==> src/hdl/hfs_pkg.sv <==
package hfs_pkg;

	localparam int PANEL_WIDTH_DEF  = 64;
	localparam int PANEL_HEIGHT_DEF = 64;
	localparam int SCAN_ROWS_DEF    = 32;

	localparam int COLOR_W      = 3;
	localparam int COORD_W      = 8;
	localparam int ROW_CNT_W    = COORD_W + 1;
	localparam int ADDR_LINES_W = 5;
	localparam int CMD_W        = 3;
	localparam int BORDER_SIDES = 4;

	typedef enum logic [CMD_W-1:0] {
		CMD_SCAN   = 3'd0,
		CMD_PIXEL  = 3'd1,
		CMD_FILL   = 3'd2,
		CMD_BORDER = 3'd3,
		CMD_CLEAR  = 3'd4
	} cmd_t;

	typedef enum logic [2:0] {
		BOX_PIXEL,
		BOX_FILL,
		BOX_TOP,
		BOX_BOTTOM,
		BOX_LEFT,
		BOX_RIGHT,
		BOX_ALL,
		BOX_WIPE
	} box_sel_t;

	typedef struct packed {
		logic     capture;
		logic     box_load;
		box_sel_t box_sel;
		logic     row_write;
		logic     scan_read;
		logic     scan_send;
	} dp_ctrl_t;

	typedef struct packed {
		logic rows_more;
	} dp_status_t;

endpackage

==> src/hdl/hfs_ctrl.sv <==
module hfs_ctrl (
	input  logic                     clk,
	input  logic                     arst_n,
	input  logic                     start,
	input  logic [hfs_pkg::CMD_W-1:0] cmd,
	output logic                     busy,
	output hfs_pkg::dp_ctrl_t        ctrl,
	input  hfs_pkg::dp_status_t      status
);

	typedef enum logic [5:0] {
		S_INIT  = 6'b000001,
		S_IDLE  = 6'b000010,
		S_LOAD  = 6'b000100,
		S_WRITE = 6'b001000,
		S_READ  = 6'b010000,
		S_SEND  = 6'b100000
	} state_t;

	state_t                      state_q, state_d;
	logic [hfs_pkg::CMD_W-1:0]   cmd_q, cmd_d;
	logic [1:0]                  side_q, side_d;
	logic                        accept;
	hfs_pkg::box_sel_t           sel;

	assign busy   = !(state_q == S_IDLE || state_q == S_SEND);
	assign accept = start && !busy;

	always_comb begin
		case (cmd_q)
			hfs_pkg::CMD_PIXEL: sel = hfs_pkg::BOX_PIXEL;
			hfs_pkg::CMD_CLEAR: sel = hfs_pkg::BOX_ALL;
			hfs_pkg::CMD_BORDER: begin
				case (side_q)
					2'd0:    sel = hfs_pkg::BOX_TOP;
					2'd1:    sel = hfs_pkg::BOX_BOTTOM;
					2'd2:    sel = hfs_pkg::BOX_LEFT;
					default: sel = hfs_pkg::BOX_RIGHT;
				endcase
			end
			default: sel = hfs_pkg::BOX_FILL;
		endcase
	end

	always_comb begin
		state_d = state_q;
		cmd_d   = cmd_q;
		side_d  = side_q;
		ctrl    = '0;
		ctrl.box_sel = sel;
		case (state_q)
			S_INIT: begin
				ctrl.box_load = 1'b1;
				ctrl.box_sel  = hfs_pkg::BOX_WIPE;
				state_d       = S_WRITE;
			end
			S_LOAD: begin
				ctrl.box_load = 1'b1;
				state_d       = S_WRITE;
			end
			S_WRITE: begin
				ctrl.row_write = 1'b1;
				if (!status.rows_more) begin
					if (cmd_q == hfs_pkg::CMD_BORDER &&
					    side_q != 2'(hfs_pkg::BORDER_SIDES - 1)) begin
						side_d  = side_q + 2'd1;
						state_d = S_LOAD;
					end else begin
						state_d = S_IDLE;
					end
				end
			end
			S_READ: begin
				ctrl.scan_read = 1'b1;
				state_d        = S_SEND;
			end
			S_SEND: begin
				ctrl.scan_send = 1'b1;
				state_d        = S_IDLE;
			end
			default: state_d = S_IDLE;
		endcase
		if (accept) begin
			ctrl.capture = 1'b1;
			cmd_d        = cmd;
			side_d       = 2'd0;
			case (cmd)
				hfs_pkg::CMD_SCAN:   state_d = S_READ;
				hfs_pkg::CMD_PIXEL,
				hfs_pkg::CMD_FILL,
				hfs_pkg::CMD_BORDER,
				hfs_pkg::CMD_CLEAR:  state_d = S_LOAD;
				default:             state_d = S_IDLE;
			endcase
		end
	end

	always_ff @(posedge clk or negedge arst_n) begin
		if (!arst_n) begin
			state_q <= S_INIT;
			cmd_q   <= hfs_pkg::CMD_SCAN;
			side_q  <= 2'd0;
		end else begin
			state_q <= state_d;
			cmd_q   <= cmd_d;
			side_q  <= side_d;
		end
	end

endmodule

==> config.mk <==
export PLATFORM = sky130hd
export DESIGN_NAME = hfs_ctrl
export DESIGN_NICKNAME = d
export VERILOG_FILES = /design/src/hdl/hfs_pkg.sv /design/src/hdl/hfs_ctrl.sv
export SDC_FILE = /design/constraint.sdc
export NUM_CORES = 1
export LEC_CHECK = 0
export ABC_AREA = 1
export ABC_CLOCK_PERIOD_IN_PS = 1400
export BUFFER_PORTS_ARGS = -buffer_cell sky130_fd_sc_hd__buf_2
export CAP_MARGIN = 30
export CORE_UTILIZATION = 45
export CTS_BUF_LIST = sky130_fd_sc_hd__clkbuf_16
export DETAILED_ROUTE_END_ITERATION = 7
export PLACE_DENSITY = 0.69
export SYNTH_ARGS = -nofsm -noshare
export SYNTH_HDL_FRONTEND = slang
export SYNTH_SLANG_ARGS = --single-unit
export TNS_END_PERCENT = 1
==> constraint.sdc <==
create_clock -name clk -period 1.4 [get_ports clk]
set_input_delay 0.07 -clock clk [delete_from_list [all_inputs] [get_ports clk]]
set_output_delay 0.07 -clock clk [all_outputs]
set_load 0.01 [all_outputs]
==> flow_metrics.tcl, run 1 <==
set metrics [dict create \
    finalWirelength_um 1796 \
    fp.dieH_um 41.67 \
    worst_ir_drop_vdd_v 0.001007 \
    cap_violations 0 \
    cts_tree "built" \
    drive_gt1_share_pct 41.18 \
    synth.net_count 107 \
    fin_worst_skew_ns 0.002305 \
    critPathCaptureType "output port" \
    ys_warn_count 0 \
    clkTransAtPathRegs_ns 0.04 \
    die_x_um 41.67 \
    viasPerCell 5.194 \
    yosysUniqueCellTypes 19 \
    seq_area_frac_synth_pct 39.05 \
    area_delta_synth_final_pct 43.11 \
    cp-start-kind "register" \
    ant_nets 0 \
    dp_hpwl_um 1128 \
    p_per_area_mw_per_mm2 1486 \
    start_util_pct 51.22 \
    gp_congestion 0.7474 \
    violations "negative setup slack" \
    leakage_nw 0.5589 \
    grt-ovfl-total 0 \
    finalSetupViolCount 4 \
    grt_pass1_vias 679 \
    drv_slew 0 \
    grt_max_degree 12 \
    fin_crit_ns 1.473 \
    holdCritPathClass "in2reg" \
    setup_tns_ns -0.1123 \
    cts_root_buf "clkbuf_16" \
    power_mw 1.506 \
    grt_pass1_wl_um 2732 \
    antennaDiodeCount 0 \
    crit_type "reg2out" \
    grt.total_usage_pct 20.86 \
    core_area_mm2 0.001383 \
    die_area_mm2 0.001736 \
    numCtsBuffers 3 \
    pin_count 16 \
    synth_area_per_cell_um2 7.377 \
    critical_path_arrival_ns 1.40 \
    path_max_fanout 3 \
    worst_skew_pair.late_latency_ns 0.24 \
    port_buffers 15 \
    cts_buffer_depth 2 \
    clock-sinks 11 \
    vias 696 \
    drc 0 \
    finalHoldViolations 0 \
    utilization_pct 73.30 \
    fin_nets 131 \
    finalCritPeriodShare_pct 105.2 \
    h-tree-depth 1 \
    ys_ff_latch 11 \
    drt_iter0_drc 10 \
    rows 13 \
    synth.cell_area_um2 708.2 \
    wl_per_cell_um 13.40 \
    max_freq_mhz 678.8 \
    worst_slack_ns -0.07321 \
    fill_cells 109 \
    cp.required_ns 1.33 \
    rsz0062_at_grt "yes" \
    firstDrtPassIters 4 \
    netlist_instances 96 \
    antenna_found_initial 0 \
    outcome "finished with violations" \
]
## critical path, cell delays in order, from the launching register on
cell	delay, ns
dfrtp_1	0.41
nor2_4	0.19
buf_4	0.16
nand2_1	0.09
nor2_2	0.16
buf_2	0.15
## path summary, 6_finish.rpt
kind                       cells past startpoint  slack [ns]        from    endpoint
min reg2reg                                    2        0.51    cmd_q[1]    cmd_q[1]
max                                            5       -0.07  state_q[2]     ctrl[1]
max reg2reg                                    6       -0.02  state_q[1]   side_q[0]
min in group asynchronous                      2        0.24      arst_n    cmd_q[1]
min                                            3        0.05      cmd[1]    cmd_q[1]
max in group asynchronous                      2        0.90      arst_n  state_q[0]
## per-stage QoR
stage	setup WS (ns)	cells	instance area, µm²	hold slack (ns)
after global placement	0.04863	124	783.3	-0.04678
after global routing	-0.1203	134	1013	0.07330
final	-0.07321	134	1013	0.04820
after floorplan	0.1972	96	708.2	-0.2256
after CTS	-0.004444	131	912.1	0.05181
after detailed placement	-0.002378	124	783.3	-0.04675
## cells in the final DEF (no fill, tap or decap), types with 5 or more instances in the layout
master,count
buf_2,12
buf_4,5
dfrtp_1,10
inv_1,16
nand2_1,15
nor2_1,9
nor2_2,5
o21ai_1,5
## layer usage
metal | GRT usage, % | wire length [µm]
met1 | 24.52 | 746
met2 | 35.94 | 943
met3 | 3.043 | 43
met4 | 11.61 | 63
met5 | 0 | 0
## synth_stat cells
master   count  area (µm²)
inv_1       18       67.56
nand2_1     16       60.06
nor2_1      13       48.80
dfrtp_1     10       250.2
nand3_1     10       50.05
o21ai_0      7       35.03
ha_1         4       50.05
nor2_2       3       18.77
o21ai_1      3       15.01
nand2_2      2       12.51
nand4_1      2       12.51
a21oi_2      1       8.760
buf_4        1       7.510
buf_6        1       11.26
conb_1       1       3.750
dfstp_2      1       26.28
inv_2        1       3.750
nand3_4      1       17.52
o21ai_2      1       8.760
## kinds of logic after synthesis
logic type	count (synthesis)	share of synthesized area, %
other	1	0.5295
AOI/OAI and AO/OA	12	9.540
buffers and inverters	21	12.72
and+or+nand+nor	47	31.10
adders and majority gates	4	7.067
DFF	11	39.05
## report_power, final
part	leakage [nW]	internal (mW)	switching, mW
clock network	0.0423	0.375	0.148
registers	0.141	0.381	0.0626
logic	0.376	0.233	0.306
## cell type report
type / count / area, µm² / area share (%)
Clock inverter: 1 / 3.754 / 0.3704
Multi-Input combinational cell: 64 / 426.7 / 42.10
Tap cell: 15 / 18.77 / 1.852
Sequential cell: 11 / 276.5 / 27.28
Timing Repair Buffer: 21 / 141.4 / 13.95
Clock buffer: 3 / 75.07 / 7.407
Inverter: 19 / 71.32 / 7.037
## sequential cells by signal, indices dropped and copies added (netlist names)
name	flops
side_q	2
state_q	6
cmd_q	3
## timing repair
action / 4_1_cts / 5_1_grt
hold buffers: 1 / 0
endpoints found under the setup margin: 6 / 10
buffers inserted: 2 / 3
hold endpoints to repair: 11 / 0
resized for setup: 6 / 23
pin swaps: 3 / 10
Power figures use the tool's default switching activity.
==> run 2, diff against run 1 <==
Settings changed: PLACE_DENSITY 0.69 to 0.71.
==> run 2 against run 1 <==
Against the previous run:
- the run now ends clean
- largest cell class unchanged
- setup slack better by 0.10 ns
- die area stayed put
- final area is 6.0% lower
- routed wire length is 17% lower
- sequential power hardly changed
- combinational power is 20% lower
- first-iteration DRC count is 20% lower
- flip-flop and latch count stayed put
==> flow_metrics.tcl, run 2 (same netlist as run 1, synthesis figures left out) <==
set metrics [dict create \
    numCtsBuffers 3 \
    wl_per_cell_um 11.26 \
    grt_pass1_vias 603 \
    instances_no_fill 132 \
    fill_cells 107 \
    dp_hpwl_um 1072 \
    setup_tns_ns 0 \
    drc 0 \
    max_freq_mhz 728.5 \
    antenna_found_initial 0 \
    critPathCaptureType "output port" \
    holdPathStages 3 \
    drt_iter0_drc 8 \
    finalCritPeriodShare_pct 98.05 \
    multi_input_area_um2 390.4 \
    clkTransAtPathRegs_ns 0.04 \
    grt.total_usage_pct 19.71 \
    area_delta_synth_final_pct 34.45 \
    pin_count 16 \
    holdCritPathClass "in2reg" \
    p_per_area_mw_per_mm2 1460 \
    finalSetupViolCount 0 \
    vias 647 \
    drive_gt1_share_pct 35.04 \
    drv_slew 0 \
    regMostFlops "state_q" \
    grt-ovfl-total 0 \
    met3WireLength_um 66 \
    worst_ir_drop_vdd_v 0.001094 \
    outcome "completed" \
    die_area_mm2 0.001736 \
    cp.required_ns 1.33 \
    clock-sinks 11 \
    final_area_um2 952.2 \
    seq_area_um2 276.5 \
    ff2ff_path_depth 7 \
    utilization_pct 68.87 \
    grt_pass1_wl_um 2553 \
    cts_buffer_depth 2 \
    cts_tree "built" \
    gp_congestion 0.7982 \
    viasPerCell 4.902 \
    ant_nets 0 \
    port_buffers 15 \
    leakage_nw 0.5319 \
    core_area_mm2 0.001383 \
    finalHoldViolations 0 \
    cap_violations 0 \
    start_util_pct 51.22 \
    topRoutingLayerUsed "met4" \
    grt_max_degree 12 \
    antennaDiodeCount 0 \
    placedCellCount 126 \
    firstDrtPassIters 4 \
    critical_path_arrival_ns 1.30 \
    rows 13 \
    fin_worst_skew_ns 0.002699 \
    cp-start-kind "register" \
    rsz0062_at_grt "yes" \
    h-tree-depth 1 \
    drt-met1-wl_um 680 \
    top_regs "state_q (6), cmd_q (3), side_q (2)" \
    cts_root_buf "clkbuf_16" \
    finalWirelength_um 1486 \
    fp.dieH_um 41.67 \
    fin_nets 129 \
    routed-wl-met2_um 691 \
    fin_hold_ws_ns 0.05854 \
    worst_skew_pair.late_latency_ns 0.24 \
    most-common-layout-cells "inv_1, nand2_1, buf_2, nor2_1, dfrtp_1" \
    die_x_um 41.67 \
    path_max_fanout 5 \
    largest_reg_flops 6 \
    crit_type "reg2out" \
    fin_crit_ns 1.373 \
    dpl_cell_area_um2 798.3 \
]
run 2: where the power goes:
group | internal, mW | switching, mW | total (mW)
combinational | 0.176 | 0.253 | 0.430
sequential | 0.381 | 0.0604 | 0.442
clock | 0.375 | 0.144 | 0.519
total | 0.933 | 0.458 | 1.39
run 2: routing by layer:
metal / up-vias / GRT usage [%]
li1: 337 / -
met1: 284 / 25.48
met2: 19 / 30.31
met3: 7 / 5.217
met4: 0 / 9.677
met5: - / 0
run 2: repair_timing:
item | 4_1_cts | 5_1_grt
hold buffers | 1 | 0
setup endpoints to repair | 4 | 12
hold endpoints to repair | 11 | 0
buffers inserted | 1 | 0
pin swaps | 3 | 6
gates resized for setup | 4 | 14
run 2: cell type report:
type / count / area share (%)
clock buffer: 3 / 7.884
clock inverter: 1 / 0.3942
inverter: 19 / 7.753
timing repair buffer: 19 / 11.96
sequential: 11 / 29.04
multi-input combinational: 64 / 41.00
tap: 15 / 1.971
run 2: path summary, 6_finish.rpt:
check	from	end	slack [ns]
min in group asynchronous	arst_n	state_q[1]	0.23
max in group asynchronous	arst_n	state_q[0]	0.90
max	state_q[0]	ctrl[4]	0.03
min reg2reg	cmd_q[1]	cmd_q[1]	0.51
min	cmd[1]	cmd_q[1]	0.06
max reg2reg	state_q[0]	state_q[1]	0.08
run 2: worst max-delay path, cell delays in order, from the launching register on:
cell	delay, ns
dfstp_2	0.56
inv_1	0.06
nor2_2	0.09
nand3_2	0.12
nand3_1	0.11
buf_2	0.13
run 2: metrics by stage:
step,worst slack (ns),power [mW]
global placement,0.08377,0.8182
floorplan,0.1972,0.6958
CTS,0.002752,1.362
detailed placement,0.03370,0.8229
finish,0.02734,1.390
global route,-0.04306,1.481
==> run 3, diff against run 2 <==
Settings changed: REMOVE_ABC_BUFFERS set to 1.
==> run 3 against run 2 <==
Against the previous run:
- the flow now finishes with violations (negative setup slack)
- register-to-register slack worse by 0.07 ns
- via count rose by 1.7%
- global-route usage increased by 0.71 points
- final area increased by 3.7%
- critical path type unchanged
- largest power group unchanged
==> flow_metrics.tcl, run 3 (same netlist as run 1, synthesis figures left out) <==
set metrics [dict create \
    outcome "finished with violations" \
    violations "negative setup slack" \
    clkTransAtPathRegs_ns 0.04 \
    rsz0062_at_grt "yes" \
    startpoint "state_q[2]" \
    leakage_nw 0.5444 \
    antennaDiodeCount 0 \
    rows 13 \
    cts_tree "built" \
    most-common-layout-cells "inv_1, nand2_1, buf_2, dfrtp_1, nor2_1" \
    drive_gt1_share_pct 40.17 \
    cp-start-kind "register" \
    cts_root_buf "clkbuf_16" \
    grt_pass1_vias 663 \
    core_area_mm2 0.001383 \
    die_x_um 41.67 \
    ant_nets 0 \
    p_per_area_mw_per_mm2 1468 \
    drc 0 \
    cap_violations 0 \
    mostFrequentLayoutCell "inv_1" \
    worst_slack_ns -0.006471 \
    worst_ir_drop_vdd_v 0.001672 \
    max_freq_mhz 711.0 \
    timing.critical_path.to "ctrl[7]" \
    ff2ff_path_depth 8 \
    regMostFlops "state_q" \
    grt-ovfl-total 0 \
    fp.dieH_um 41.67 \
    cp_cell_sequence "nor2_4 > nand3_2 > nand2_2 > nand2_4 > inv_4 > buf_6" \
    setup_tns_ns -0.006471 \
    crit-reg2reg-launch "state_q[2]" \
    path_max_fanout 5 \
    drv_slew 0 \
    die_area_mm2 0.001736 \
    power_mw 1.449 \
    holdCritPathClass "in2reg" \
    firstDrtPassIters 4 \
    gp_congestion 0.7606 \
    finalWirelength_um 1580 \
    routed-wl-met2_um 778 \
    grt_pass1_wl_um 2635 \
    critPathCaptureType "output port" \
    ff2ff_setup_slack_ns 0.01 \
    critPathMaxStageDelay_ns 0.42 \
    finalHoldViolations 0 \
    grt_max_degree 12 \
    fin_worst_skew_ns 0.001104 \
    fin_nets 129 \
    drt-met1-wl_um 682 \
    pin_count 16 \
    grt.total_usage_pct 20.42 \
    finalCritPeriodShare_pct 100.5 \
    vias 658 \
    worst_skew_pair.late_latency_ns 0.24 \
    reg2reg_to "state_q[1]" \
    drt_iter0_drc 2 \
    viasPerCell 4.985 \
    cp_slowest_cell "dfrtp_1" \
    wl_per_cell_um 11.97 \
    crit_type "reg2out" \
    topRoutingLayerUsed "met4" \
    fin_crit_ns 1.406 \
    area_delta_synth_final_pct 39.40 \
    start_util_pct 51.22 \
    clock-sinks 11 \
    critical_path_arrival_ns 1.34 \
    numCtsBuffers 3 \
    cts_buffer_depth 2 \
    dp_hpwl_um 1083 \
    top_regs "state_q (6), cmd_q (3), side_q (2)" \
    finalSetupViolCount 1 \
    met3WireLength_um 66 \
    largest_reg_flops 6 \
    port_buffers 15 \
    h-tree-depth 1 \
    holdPathStages 3 \
    cp.required_ns 1.33 \
    antenna_found_initial 0 \
]
[run 3: cell type report]
| cell class | count | area [µm²] |
|---|---|---|
| repair buffers | 19 | 120.1 |
| multi-input cells | 64 | 419.2 |
| inverters | 19 | 73.82 |
| clock buffers | 3 | 75.07 |
| fillers | 118 | 395.4 |
| flip-flops and latches | 11 | 276.5 |
| clock inverters | 1 | 3.754 |
| well taps | 15 | 18.77 |
[run 3: critical path: cells and delay by family (launching register included)]
family,cells,cell delay (ns)
buf+inv,2,0.17
flops,1,0.42
simple gates,4,0.51
[run 3: worst min path at each step]
stage	startpoint	to
final	cmd[1]	cmd_q[1]
after global routing	cmd[1]	cmd_q[1]
after CTS	cmd[1]	cmd_q[1]
after detailed placement	arst_n	side_q[1]
after global placement	arst_n	cmd_q[2]
after floorplan	arst_n	cmd_q[0]
[run 3: metal layers]
layer  GRT usage, %  up-vias
met3          4.348        4
met1          23.53      300
li1               -      335
met2          32.50       19
met5              0        -
met4          16.13        0
[run 3: per-stage QoR]
step | std cells | hold slack (ns) | utilization [%] | area, µm² | worst slack, ns
final | 132 | 0.05683 | 71.40 | 987.2 | -0.006471
after global routing | 132 | 0.07622 | 71.40 | 987.2 | -0.06512
after CTS | 131 | 0.05989 | 65.61 | 907.1 | 0.008281
after detailed placement | 124 | -0.05177 | 56.65 | 783.3 | -0.01264
after global placement | 124 | -0.05538 | 56.65 | 783.3 | 0.04985
after floorplan | 94 | -0.2256 | - | 689.4 | 0.09487
[run 3: report_power, final]
part	internal, mW	switching (mW)
logic	0.205	0.285
registers	0.381	0.0671
clock network	0.374	0.136
[run 3: timing repair]
item,4_1_cts,5_1_grt
hold buffers,1,0
cloned,0,0
buffers inserted,2,1
hold endpoints to repair,11,0
setup endpoints to repair,6,10
gates resized for setup,5,22
pin swaps,1,8
